$ cat src/rtl/core/lis_pkg.sv
`timescale 1ns / 1ps
// Shared types and constants of the Laplacian sharpen/smooth filter.
// No dependencies; every other file of the block but lis_ram imports this package.
package lis_pkg;

	localparam int unsigned PIX_W      = 8;
	localparam int unsigned LEN_W      = 11;
	localparam int unsigned CNT_W      = 16;
	localparam int unsigned ROW_W      = CNT_W + 1;
	localparam int unsigned TOT_W      = LEN_W + CNT_W;
	localparam int unsigned CFG_IDX_W  = 2;
	localparam int unsigned CFG_DATA_W = 16;
	localparam int unsigned OQ_DEPTH   = 3;
	localparam int unsigned OQ_OCC_W   = 2;
	localparam int unsigned OQ_PTR_W   = 2;

	// Line length after reset.
	localparam logic [LEN_W-1:0] LEN_RESET = LEN_W'(1024);

	// Configuration register indexes.
	localparam logic [CFG_IDX_W-1:0] REG_FILTER_MODE = 2'd0;
	localparam logic [CFG_IDX_W-1:0] REG_LINE_LENGTH = 2'd1;
	localparam logic [CFG_IDX_W-1:0] REG_LINE_COUNT  = 2'd2;

	// Filter mode values.
	localparam logic MODE_LOWPASS  = 1'b0;
	localparam logic MODE_HIGHPASS = 1'b1;

	// Control word passed from the input stage to the datapath stage.
	typedef struct packed {
		logic             valid;    // an item occupies the stage
		logic             emit;     // the item produces a result
		logic             last;     // that result closes the image
		logic             border;   // the result pixel passes through unchanged
		logic             restart;  // clear the window after this item
		logic             fwd;      // line store read overlapped the previous write
		logic             win_clr;  // geometry write: clear the window
		logic [PIX_W-1:0] x;        // incoming pixel (zero for flush)
	} ctl_t;

	typedef struct packed {
		logic [PIX_W-1:0] pixel_out;
		logic             last_pixel;
	} res_t;

endpackage

$ cat src/rtl/core/lis_dp.sv
`timescale 1ns / 1ps
// Datapath stage: window registers, four-neighbor Laplacian, mode and
// clamp, plus the line store write-back data. Depends on lis_pkg.
module lis_dp (
	input  logic                      clk,
	input  logic                      arst_n,
	input  lis_pkg::ctl_t             ctl,
	input  logic                      filter_mode,
	input  logic [lis_pkg::PIX_W-1:0] cur_rdata,
	input  logic [lis_pkg::PIX_W-1:0] prev_rdata,
	output logic                      wr_en,
	output logic [lis_pkg::PIX_W-1:0] cur_wdata,
	output logic [lis_pkg::PIX_W-1:0] prev_wdata,
	output logic                      res_valid,
	output lis_pkg::res_t             res
);
	import lis_pkg::*;

	logic [PIX_W-1:0] w0_q;
	logic [PIX_W-1:0] w1_q;
	logic [PIX_W-1:0] xprev_q;
	logic [PIX_W-1:0] cprev_q;

	logic [PIX_W-1:0]  center;
	logic [PIX_W-1:0]  left_px;
	logic [PIX_W-1:0]  right_px;
	logic [PIX_W-1:0]  up_px;
	logic [PIX_W-1:0]  down_px;
	logic [9:0]        sum;
	logic signed [10:0] change;
	logic signed [10:0] adj;
	logic signed [10:0] quot;
	logic signed [11:0] c12;
	logic signed [11:0] q12;
	logic signed [11:0] val;
	logic [PIX_W-1:0]  clamped;

	assign center  = w0_q;
	assign left_px = w1_q;
	assign down_px = xprev_q;
	// Same entry was written last cycle: take the data from the stage itself.
	assign right_px = ctl.fwd ? xprev_q : cur_rdata;
	assign up_px    = ctl.fwd ? cprev_q : prev_rdata;

	assign sum    = 10'(up_px) + 10'(down_px) + 10'(left_px) + 10'(right_px);
	assign change = $signed({1'b0, sum}) - $signed({1'b0, center, 2'b00});
	// Divide by eight rounding toward zero.
	assign adj    = change[10] ? change + 11'sd7 : change;
	assign quot   = adj >>> 3;
	assign c12    = $signed({4'b0000, center});
	assign q12    = {quot[10], quot};
	assign val    = (filter_mode == MODE_HIGHPASS) ? c12 - q12 : c12 + q12;

	always_comb begin
		if (val[11]) begin
			clamped = '0;
		end else if (val > 12'sd255) begin
			clamped = '1;
		end else begin
			clamped = val[PIX_W-1:0];
		end
	end

	assign res_valid      = ctl.valid && ctl.emit;
	assign res.pixel_out  = ctl.border ? center : clamped;
	assign res.last_pixel = ctl.last;

	assign wr_en      = ctl.valid;
	assign cur_wdata  = ctl.x;
	assign prev_wdata = center;

	always_ff @(posedge clk or negedge arst_n) begin
		if (!arst_n) begin
			w0_q <= '0;
			w1_q <= '0;
		end else if (ctl.win_clr || (ctl.valid && ctl.restart)) begin
			w0_q <= '0;
			w1_q <= '0;
		end else if (ctl.valid) begin
			w0_q <= right_px;
			w1_q <= center;
		end
	end

	always_ff @(posedge clk) begin
		if (ctl.valid) begin
			xprev_q <= ctl.x;
			cprev_q <= center;
		end
	end
endmodule

$ cat config.mk
export PLATFORM = sky130hd
export DESIGN_NAME = lis_dp
export DESIGN_NICKNAME = d
export VERILOG_FILES = /design/src/rtl/core/lis_pkg.sv /design/src/rtl/core/lis_dp.sv
export SDC_FILE = /design/constraint.sdc
export NUM_CORES = 1
export LEC_CHECK = 0
export BUFFER_PORTS_ARGS = -buffer_cell sky130_fd_sc_hd__buf_2
export CAP_MARGIN = 40
export CORE_MARGIN = 2
export CORE_UTILIZATION = 62
export DETAILED_ROUTE_END_ITERATION = 16
export MAX_ROUTING_LAYER = met4
export PLACE_DENSITY = 0.93
export SLEW_MARGIN = 20
export SYNTH_ARGS = -nofsm -noshare
export SYNTH_HDL_FRONTEND = slang
export SYNTH_SLANG_ARGS = --single-unit
export TNS_END_PERCENT = 1
$ cat constraint.sdc
create_clock -name clk -period 22.9 [get_ports clk]
set_clock_uncertainty 0.05 [all_clocks]
set_input_delay 2.29 -clock clk [delete_from_list [all_inputs] [get_ports clk]]
set_output_delay 2.29 -clock clk [all_outputs]
set_load 0.02 [all_outputs]
# --- Word-level counts from Yosys, hierarchy flattened ---
# Cells that the tools add are included.
# W data, S select, Z words.
totals:
  output_inout_bits: 27
  word_cells: 27
  register_bits: 32
  input_bits: 34
op_classes:
  n_reduce_logical: 4
  mux: 11
  order_cmp: 1
  n_addsub: 7
ops:
  columns: ["cell", "count"]
  rows:
  - ["$mux W8", 9]
  - ["$add A9 B8 Y10", 2]
  - ["$gt A12 B9 Y1 const B", 1]
  - ["$mux W12", 1]
  - ["$add A11 B4 Y11 const B", 1]
  - ["$mux W11", 1]
  - ["$sub A10 B10 Y11", 1]
  - ["$add A10 B8 Y10", 1]
  - ["$sub A9 B8 Y10", 1]
  - ["$add A8 B8 Y9", 1]
  - ["$logic_and A1 B1 Y1", 2]
  - ["$reduce_bool A2 Y1", 1]
  - ["$logic_or A1 B1 Y1", 1]

# --- Logic depth before layout (Yosys ltp) ---
# Gate-level depths: netlist of the first run.
depth:
  ltp_word: 13
  depth_mapped: 30
  depth_no_buf: 28

# --- Worst setup path before layout of the first run ---
# Ideal clock, no wire load.
synth_path:
  path_kind: "input-to-output"
  start: "input ctl[9] in the netlist's numbering"
  end: "output res[7] in the netlist's numbering"
  stages: 27
  path_buffers: 1
  t_arrival_ns: 9.045
  required_ns: 20.560
  setup_slack_ns: 11.515
  path_cell_list: "clkbuf_1 -> mux2_2 -> fa_1 -> fa_1 -> inv_1 -> fa_1 -> inv_1 -> ha_1 -> a211oi_4 -> o21ai_2 -> a211o_2 -> a21oi_2 -> xor2_1 -> inv_1 -> ha_1 -> nor2_1 -> xor2_1 -> xnor2_1 -> ha_1 -> o21a_1 -> o31a_1 -> o31a_1 -> o41ai_1 -> nor2_1 -> mux2i_1 -> o311ai_4 -> a22oi_1"
synth_lines:
  columns: ["item", "line_no", "source"]
  rows:
  - ["start, declared", "lis_dp.sv:7", "input lis_pkg::ctl_t ctl,"]
  - ["end, declared", "lis_dp.sv:15", "output lis_pkg::res_t res"]

==> results of run 1 <==
==> kinds of logic after synthesis <==
family | share of synthesized area, %
simple gates | 13.33
fa+ha+maj | 20.76
flops | 24.69
compound gates | 20.52
mux | 10.07
buf+inv | 6.419
xor+xnor | 4.209
==> path summary, 6_finish.rpt <==
path                                 start  cells after the start       endpoint  slack [ns]
worst max-delay path                ctl[9]                     28         res[5]       10.62
max in group asynchronous           arst_n                      1     left_px[0]       20.66
worst min register to register  left_px[1]                      2     left_px[1]        0.50
min in group asynchronous           arst_n                      1     left_px[5]        1.87
worst min-delay path            left_px[1]                      2     left_px[1]        0.50
worst max register to register  down_px[2]                      3  prev_wdata[2]       21.74
==> cell type report <==
class                   instances  area, um^2
clock buffers                   7       96.34
well taps                      72       90.09
inverters                      33       123.9
repair buffers                 59       310.3
multi-input cells             271        2457
clock inverters                 1       30.03
flip-flops and latches         32       880.8
fillers                       391        1551
==> flip-flops by register name (all words and copies together), names as in the netlist <==
register	cells
left_px	8
cprev_q	8
down_px	8
prev_wdata	8
==> per-stage QoR <==
step	hold WS (ns)	utilization [%]	worst slack (ns)	area (um^2)	instances
final	0.4977	72.00	10.62	3989	475
after global routing	0.5529	72.00	10.23	3989	475
after CTS	0.4998	71.64	10.72	3969	474
after detailed placement	0.4978	69.35	10.79	3842	466
after global placement	0.4514	69.35	11.06	3842	466
after floorplan	0.4363	-	11.51	3567	354
==> cell usage in the layout (no fill, tap or decap), types with 3 or more instances in the layout <==
master,Yosys,layout
a22oi_1,8,8
dfrtp_1,16,16
mux2i_1,19,19
buf_2,0,58
nand2_1,13,13
a21o_1,5,5
ha_1,24,24
and2_1,4,4
nand3_1,9,9
xnor2_1,8,8
mux2_2,15,15
fa_1,22,22
o21ai_0,6,6
inv_1,32,32
a21oi_1,22,22
xor2_1,6,6
o21a_1,3,3
o31a_1,3,3
nor2b_1,5,5
o21ai_2,4,4
edfxtp_1,16,16
nor2_1,35,35
clkbuf_8,0,7
nor3_1,5,5
==> routing by layer <==
layer | wire (um) | global-route usage, % | part of all wire, %
met1 | 3437 | 35.84 | 40
met2 | 4285 | 48.40 | 50
met3 | 513 | 3.054 | 6.0
met4 | 337 | 10.51 | 3.9
met5 | 0 | - | 0
==> critical path: stages <==
cell and delay (ns):
buf_2 0.34, mux2_2 0.41, fa_1 0.48, fa_1 0.55
inv_1 0.06, fa_1 0.50, inv_1 0.04, ha_1 0.29
a211oi_4 0.38, o21ai_2 0.12, a211o_2 0.38, a21oi_2 0.24
xor2_1 0.29, inv_1 0.08, ha_1 0.25, nor2_1 0.25
xor2_1 0.22, xnor2_1 0.15, ha_1 0.29, a21o_1 0.19
a21oi_1 0.24, o21bai_1 0.14, a2111o_1 0.52, and2_1 0.21
or4b_1 0.49, o2111ai_2 0.20, a22oi_1 0.13, buf_2 0.19
==> summary.md, run 1 <==
| Metric | Value |
|---|---|
| Status | `finished clean` |
| Num CTS Buffers | `5` |
| Asr flop ratio synth | `50.00%` |
| Core Rows | `27` |
| Clk Tree Root Cell | `clkbuf_8` |
| Top-count cell post-synth | `nor2_1` |
| Rel. slew slack | `45.58%` |
| CTS Hold Bufs | `0` |
| PortBufs | `58` |
| Synthesis-to-layout area growth | `11.82%` |
| Ant. Diodes | `0` |
| Arrival time of the worst setup path | `9.94 ns` |
| Vias per cell | `6.267` |
| CP required | `20.56 ns` |
| Total Nets Final | `482` |
| Netlist cell types | `75` |
| Yosys reg bits | `32` |
| Routed vias | `2977` |
| Hold violation count in the final report | `0` |
| Starting Density | `64.39%` |
| Mapped Cells | `354` |
| Area leader, netlist | `edfxtp_1` |
| # DRC | `0` |
| Fmax | `81.42 MHz` |
| Worst setup EP type | `primary output` |
| Syn_nets | `434` |
| Initial antenna violation count | `0` |
| Yosys warns | `0` |
| Crit Path Max Fanout | `16` |
| Iter 0 DRT Violations | `228` |
| TritonCTS Sinks | `32` |
| GRT Overall Usage | `28.65%` |
| Fin crit share | `53.63%` |
| Critical path type | `input port to primary output` |
| Fraction of layout cells with a size suffix above 1 | `27.30%` |
| First-pass GRT wire length | `13920 um` |
| Worst skew pair latency | `0.28 ns` |
| Final setup vio count | `0` |
| Wire per inst | `18.05 um` |
| Largest net degree at the start of global routing | `37` |
| Gr ovfl total | `0` |
| Synth top area share | `13.47%` |
| Vias in the first global route | `2932` |
| CTS tree | `done` |
| Post-synthesis sequential area ratio | `24.69%` |
| Height of the chip | `79.85 um` |
| Total iterations of the first detailed-routing run | `5` |
| Post-route ant nets | `0` |
| Placer Congestion | `1.004` |
| Setup TNS | `0 ns` |
| Core area | `5540 um^2` |
| CP startpoint kind | `input port` |
| Register clock-pin slew on the reported worst setup and hold paths | `0.07 ns` |
| Worst slew pin tran | `0.8058 ns` |
| Total of max-cap violations | `0` |
| Mapped Area | `3567 um^2` |
| Final Max Tran Viols | `0` |
| RSZ-0062 raised after global routing | `false` |
| Area of the die | `6376 um^2` |
| Hold Crit Class | `flop to flop` |
| Synth top cells by count | `nor2_1 (35), inv_1 (32), ha_1 (24), a21oi_1 (22), fa_1 (22)` |
| Min Tclk post-route | `12.28 ns` |
| HPWL after detailed placement | `6556 um` |
| Post-CTS Resized | `0` |
| Main synth FF type | `edfxtp_1` |
| H-tree Lvls | `2` |
| Post-synth EDFFs | `16` |
| Die Width | `79.85 um` |
| WL final | `8572 um` |
| Post-CTS setup buffer count | `0` |
| Mapped Avg Cell Area | `10.08 um^2` |
| Synth area leaders | `edfxtp_1 (13%), fa_1 (12%), dfrtp_1 (11%)` |
| Ports | `61` |
| Clock buffer depth | `2` |
Power of run 1 is left out: the tool's default activity adds up to more than one toggle a clock period on the data nets, which glitch-free logic cannot reach.
==> run 2, diff against run 1 <==
--- a/config.mk
+++ b/config.mk
@@ -8,10 +8,10 @@
 export BUFFER_PORTS_ARGS = -buffer_cell sky130_fd_sc_hd__buf_2
 export CAP_MARGIN = 40
 export CORE_MARGIN = 2
-export CORE_UTILIZATION = 62
+export CORE_UTILIZATION = 58
 export DETAILED_ROUTE_END_ITERATION = 16
 export MAX_ROUTING_LAYER = met4
-export PLACE_DENSITY = 0.93
+export PLACE_DENSITY = 0.88
 export SLEW_MARGIN = 20
 export SYNTH_ARGS = -nofsm -noshare
 export SYNTH_HDL_FRONTEND = slang
==> constraint.sdc (replaced) <==
create_clock -name clk -period 11.9 [get_ports clk]
set_clock_uncertainty 0.05 [all_clocks]
set_input_delay 1.19 -clock clk [delete_from_list [all_inputs] [get_ports clk]]
set_output_delay 1.19 -clock clk [all_outputs]
set_load 0.02 [all_outputs]
==> summary.md, run 2 (same netlist as run 1, synthesis figures left out) <==
| Metric | Value |
|---|---|
| Initial antenna violation count | `0 (unchanged)` |
| Wire per inst | `18.14 um (was 18.05 um)` |
| Gr ovfl total | `0 (unchanged)` |
| Vias in the first global route | `2850 (was 2932)` |
| TritonCTS Sinks | `32 (unchanged)` |
| HPWL after detailed placement | `7043 um (was 6556 um)` |
| Critical R2R Launch | `down_px[2] (unchanged)` |
| Reg2reg end | `prev_wdata[2] (unchanged)` |
| Fmax | `100.2 MHz` |
| FF/Latch Area | `880.8 um^2 (unchanged)` |
| Hold Crit Class | `flop to flop (unchanged)` |
| Register clock-pin slew on the reported worst setup and hold paths | `0.06 ns (was 0.07 ns)` |
| Multi-input logic area | `2457 um^2 (unchanged)` |
| Setup TNS | `0 ns (unchanged)` |
| Total of max-cap violations | `0 (unchanged)` |
| First-pass GRT wire length | `13880 um (was 13920 um)` |
| Starting Density | `60.25% (was 64.39%)` |
| CTS tree | `done (unchanged)` |
| Largest net degree at the start of global routing | `37 (unchanged)` |
| Hold path endpoint | `left_px[5] (was left_px[1])` |
| Core Rows | `28 (was 27)` |
| Synthesis-to-layout area growth | `10.94% (was 11.82%)` |
| # DRC | `0 (unchanged)` |
| WL final | `8670 um (was 8572 um)` |
| Core area | `5921 um^2 (was 5540 um^2)` |
| H-tree Lvls | `2 (unchanged)` |
| PortBufs | `58 (unchanged)` |
| CP required | `10.66 ns (was 20.56 ns)` |
| Rel. slew slack | `45.55% (was 45.58%)` |
| RSZ-0062 raised after global routing | `false (unchanged)` |
| Hold_sp | `left_px[5] (was left_px[1])` |
| Area of the die | `6794 um^2 (was 6376 um^2)` |
| Total Nets Final | `482 (unchanged)` |
| Worst skew pair latency | `0.28 ns (about the same)` |
| Final Max Tran Viols | `0 (unchanged)` |
| Crit Path Max Fanout | `16 (unchanged)` |
| Placed cell area | `3846 um^2 (was 3842 um^2)` |
| Ports | `61 (unchanged)` |
| Worst setup EP type | `primary output (unchanged)` |
| Post-route ant nets | `0 (unchanged)` |
| Num CTS Buffers | `5 (unchanged)` |
| Iter 0 DRT Violations | `274 (was 228)` |
| Reg2Reg Setup Slack | `10.73 ns (was 21.74 ns)` |
| Final Cell Area | `3958 um^2 (was 3989 um^2)` |
| Fraction of layout cells with a size suffix above 1 | `26.80% (was 27.30%)` |
| Worst slew pin tran | `0.8062 ns (was 0.8058 ns)` |
| Hold depth | `2 (unchanged)` |
| Die Width | `82.43 um (was 79.85 um)` |
| CTS Hold Bufs | `0 (unchanged)` |
| Height of the chip | `82.43 um (was 79.85 um)` |
| Fillcell total | `453 (was 391)` |
| Worst R2R Path Depth | `3 (unchanged)` |
| Routed vias | `2961 (was 2977)` |
| Clock buffer depth | `2 (unchanged)` |
| Met1 GRT Util | `38.12% (was 35.84%)` |
| Fin crit share | `83.87%` |
| Post-CTS setup buffer count | `0 (unchanged)` |
| Ant. Diodes | `0 (unchanged)` |
| GRT Overall Usage | `28.54% (was 28.65%)` |
| Status | `finished clean (unchanged)` |
| Arrival time of the worst setup path | `8.74 ns (was 9.94 ns)` |
| Critical path type | `input port to primary output (unchanged)` |
| Clk Tree Root Cell | `clkbuf_8 (unchanged)` |
| Gr busiest metal | `met2 (unchanged)` |
| Total iterations of the first detailed-routing run | `5 (unchanged)` |
| Post-CTS Resized | `0 (unchanged)` |
| Placer Congestion | `1.000 (was 1.004)` |
| Vias per cell | `6.195 (was 6.267)` |
| Min Tclk post-route | `9.981 ns` |
| Most frequent cells in the layout | `buf_2 (58), nor2_1 (35), inv_1 (32), ha_1 (24) (unchanged)` |
| Most common cell after layout, fill and taps aside | `buf_2 (unchanged)` |
| Final setup vio count | `0 (unchanged)` |
| Hold violation count in the final report | `0 (unchanged)` |
| Met3 GRT Util | `3.913% (was 3.054%)` |
| Met2 usage | `45.89% (was 48.40%)` |
| CP startpoint kind | `input port (unchanged)` |
[run 2: final cells by class]
type | instances | share of cell area, %
Clock buffer | 6 | 1.834
Clock inverter | 2 | 0.2845
Inverter | 33 | 3.130
Multi-Input combinational cell | 271 | 62.09
Sequential cell | 32 | 22.26
Tap cell | 75 | 2.371
Timing Repair Buffer | 59 | 8.030
[run 2: worst max-delay path by stage]
stage                        end  slack (ns)  cells after the start  startpoint
after floorplan           res[7]        2.71                     27      ctl[9]
after global placement    res[1]        2.24                     28      ctl[9]
after detailed placement  res[5]        2.04                     28      ctl[9]
after CTS                 res[5]        2.01                     28      ctl[9]
after global routing      res[7]        1.46                     28      ctl[9]
final                     res[2]        1.92                     28      ctl[9]
[run 2: layer usage]
metal | vias to the layer above | wire, um
met2 | 145 | 4326
met5 | - | 0
met3 | 9 | 600
met4 | 0 | 111
met1 | 1445 | 3631
li1 | 1362 | -
[run 2: critical path, cell delays in order]
cell      delay (ns)
buf_2           0.33
mux2_2          0.41
fa_1            0.48
fa_1            0.54
inv_1           0.05
fa_1            0.50
inv_1           0.05
ha_1            0.29
a211oi_4        0.37
o21ai_2         0.12
a211o_2         0.37
a21oi_2         0.24
xor2_1          0.24
inv_1           0.07
ha_1            0.24
nor2_1          0.26
xor2_1          0.21
xnor2_1         0.15
ha_1            0.30
o21a_1          0.20
o31a_1          0.12
o31a_1          0.28
o41ai_1         0.67
nor2_1          0.10
mux2i_1         0.30
o311ai_4        0.19
a22oi_1         0.24
buf_2           0.20
[run 2: metrics by stage]
| step | util (%) | hold WS, ns | setup slack, ns | cells |
|---|---|---|---|---|
| global placement | 64.96 | 0.4554 | 2.243 | 469 |
| CTS | 66.38 | 0.5390 | 2.013 | 477 |
| detailed placement | 64.96 | 0.5244 | 2.038 | 469 |
| floorplan | - | 0.4363 | 2.715 | 354 |
| global route | 66.84 | 0.5674 | 1.456 | 478 |
| finish | 66.84 | 0.5310 | 1.919 | 478 |
Power of run 2 is left out for the same reason.
==> run 3, diff against run 2 <==
==> constraint.sdc (replaced) <==
create_clock -name clk -period 9.2 [get_ports clk]
set_clock_uncertainty 0.05 [all_clocks]
set_input_delay 0.92 -clock clk [delete_from_list [all_inputs] [get_ports clk]]
set_output_delay 0.92 -clock clk [all_outputs]
set_load 0.02 [all_outputs]
==> summary.md, run 3 (same netlist as run 1, synthesis figures left out) <==
| Metric | Value |
|---|---|
| Clk Tree Root Cell | `clkbuf_8 (unchanged)` |
| Rel. slew slack | `59.30% (was 45.55%)` |
| Most common cell after layout, fill and taps aside | `buf_2 (unchanged)` |
| Fraction of layout cells with a size suffix above 1 | `29.34% (was 26.80%)` |
| Core Rows | `28 (unchanged)` |
| Height of the chip | `82.43 um (unchanged)` |
| Gr ovfl total | `0 (unchanged)` |
| Setup TNS | `0 ns (unchanged)` |
| Critical R2R Launch | `down_px[5] (was down_px[2])` |
| Ports | `61 (unchanged)` |
| Core area | `5921 um^2 (unchanged)` |
| Total Nets Final | `488 (was 482)` |
| GRT Overall Usage | `28.96% (was 28.54%)` |
| CTS Hold Bufs | `0 (unchanged)` |
| Total of max-cap violations | `0 (unchanged)` |
| Crit Path Max Fanout | `11 (was 16)` |
| Worst setup EP type | `primary output (unchanged)` |
| Slowest CP cell | `fa_1 (was o41ai_1)` |
| Final non-filler cell total | `484 (was 478)` |
| Starting Density | `60.25% (unchanged)` |
| Hold Crit Class | `input port to async pin (was flop to flop)` |
| CP required | `8.23 ns (was 10.66 ns)` |
| Max incr delay on CP | `0.54 ns (was 0.67 ns)` |
| Die Width | `82.43 um (unchanged)` |
| Num CTS Buffers | `5 (unchanged)` |
| Ant. Diodes | `0 (unchanged)` |
| First-pass GRT wire length | `14090 um (was 13880 um)` |
| # DRC | `0 (unchanged)` |
| Register clock-pin slew on the reported worst setup and hold paths | `0.07 ns (was 0.06 ns)` |
| TritonCTS Sinks | `32 (unchanged)` |
| Clock buffer depth | `2 (unchanged)` |
| FF/Latch Area | `880.8 um^2 (unchanged)` |
| Top Metal Used | `met4 (unchanged)` |
| Multi-input logic area | `2497 um^2 (was 2457 um^2)` |
| Post-route ant nets | `0 (unchanged)` |
| Status | `finished clean (unchanged)` |
| Fillcell total | `449 (was 453)` |
| Largest net degree at the start of global routing | `37 (unchanged)` |
| Critical Path Source | `ctl[9] (unchanged)` |
| PortBufs | `58 (unchanged)` |
| Iter 0 DRT Violations | `225 (was 274)` |
| Reg2Reg Setup Slack | `8.02 ns (was 10.73 ns)` |
| Arrival time of the worst setup path | `7.92 ns (was 8.74 ns)` |
| Routed vias | `2932 (was 2961)` |
| Hold violation count in the final report | `0 (unchanged)` |
| Synthesis-to-layout area growth | `13.47% (was 10.94%)` |
| Final core utilization | `68.36% (was 66.84%)` |
| CP startpoint kind | `input port (unchanged)` |
| Total iterations of the first detailed-routing run | `5 (unchanged)` |
| HPWL after detailed placement | `6703 um (was 7043 um)` |
| Worst R2R Path Depth | `3 (unchanged)` |
| Placed cells | `473 (was 469)` |
| Reg2reg end | `prev_wdata[5] (was prev_wdata[2])` |
| Vias per cell | `6.058 (was 6.195)` |
| Worst skew pair latency | `0.29 ns (was 0.28 ns)` |
| Hold Worst Slack | `0.4945 ns (was 0.5310 ns)` |
| Final setup vio count | `0 (unchanged)` |
| Wire per inst | `18.17 um (was 18.14 um)` |
| Min Tclk post-route | `8.886 ns` |
| WL final | `8794 um (was 8670 um)` |
| Area of the die | `6794 um^2 (unchanged)` |
| Worst slew pin tran | `0.6105 ns (was 0.8062 ns)` |
| Fmax | `112.5 MHz` |
| Initial antenna violation count | `0 (unchanged)` |
| Setup crit end | `res[6] (was res[2])` |
| Placer Congestion | `0.9182 (was 1.000)` |
| H-tree Lvls | `2 (unchanged)` |
| Critical path type | `input port to primary output (unchanged)` |
| Fin crit share | `96.59%` |
| CTS tree | `done (unchanged)` |
| Met1 WL | `3700 um (was 3631 um)` |
| Most frequent cells in the layout | `buf_2 (57), nor2_1 (34), inv_1 (32) (was buf_2 (58), nor2_1 (35), inv_1 (32), ha_1 (24))` |
| Met3 WL | `477 um (was 600 um)` |
| RSZ-0062 raised after global routing | `false (unchanged)` |
| Vias in the first global route | `2921 (was 2850)` |
| Routed wl met2 | `4398 um (was 4326 um)` |
| Final Max Tran Viols | `0 (unchanged)` |
==> run 3: metal layers <==
| layer | up-vias | track usage (%) |
|---|---|---|
| met4 | 0 | 10.33 |
| li1 | 1372 | - |
| met3 | 23 | 5.000 |
| met5 | - | - |
| met1 | 1417 | 36.25 |
| met2 | 120 | 47.42 |
==> run 3: how the worst min path moves through the flow <==
stage / depth (start not counted) / from / to / slack [ns]
floorplan: 2 / left_px[1] / left_px[1] / 0.44
global placement: 2 / left_px[1] / left_px[1] / 0.49
global route: 1 / arst_n / prev_wdata[1] / 0.52
CTS: 1 / arst_n / left_px[6] / 0.49
finish: 1 / arst_n / prev_wdata[6] / 0.49
detailed placement: 2 / left_px[1] / left_px[1] / 0.48
==> run 3: cell type report <==
type / instances / share of cell area (%)
Sequential cell: 32 / 21.76
Inverter: 33 / 3.060
Clock buffer: 7 / 2.133
Clock inverter: 1 / 0.1855
Multi-Input combinational cell: 271 / 61.70
Timing Repair Buffer: 65 / 8.841
Tap cell: 75 / 2.318
==> run 3: stage by stage <==
stage / setup slack (ns) / cell area, um^2
3_5_place_dp: 0.1797 / 3876
6_report: 0.3141 / 4048
5_1_grt: 0.01427 / 4048
4_1_cts: 0.1031 / 3970
3_3_place_gp: 0.3594 / 3876
2_1_floorplan: 0.5549 / 3567
==> run 3: critical path, delay by kind of cell <==
kind | cells | cell delay (ns)
fa+ha+maj | 6 | 2.37
compound gates | 9 | 2.05
simple gates | 5 | 1.14
buf+inv | 5 | 0.57
xor+xnor | 2 | 0.46
mux | 1 | 0.39
==> run 3: what timing repair did <==
action	in CTS	in global routing
setup endpoints to repair	0	8
resized for setup	0	9
buffers inserted	0	2
Power of run 3 is left out for the same reason.
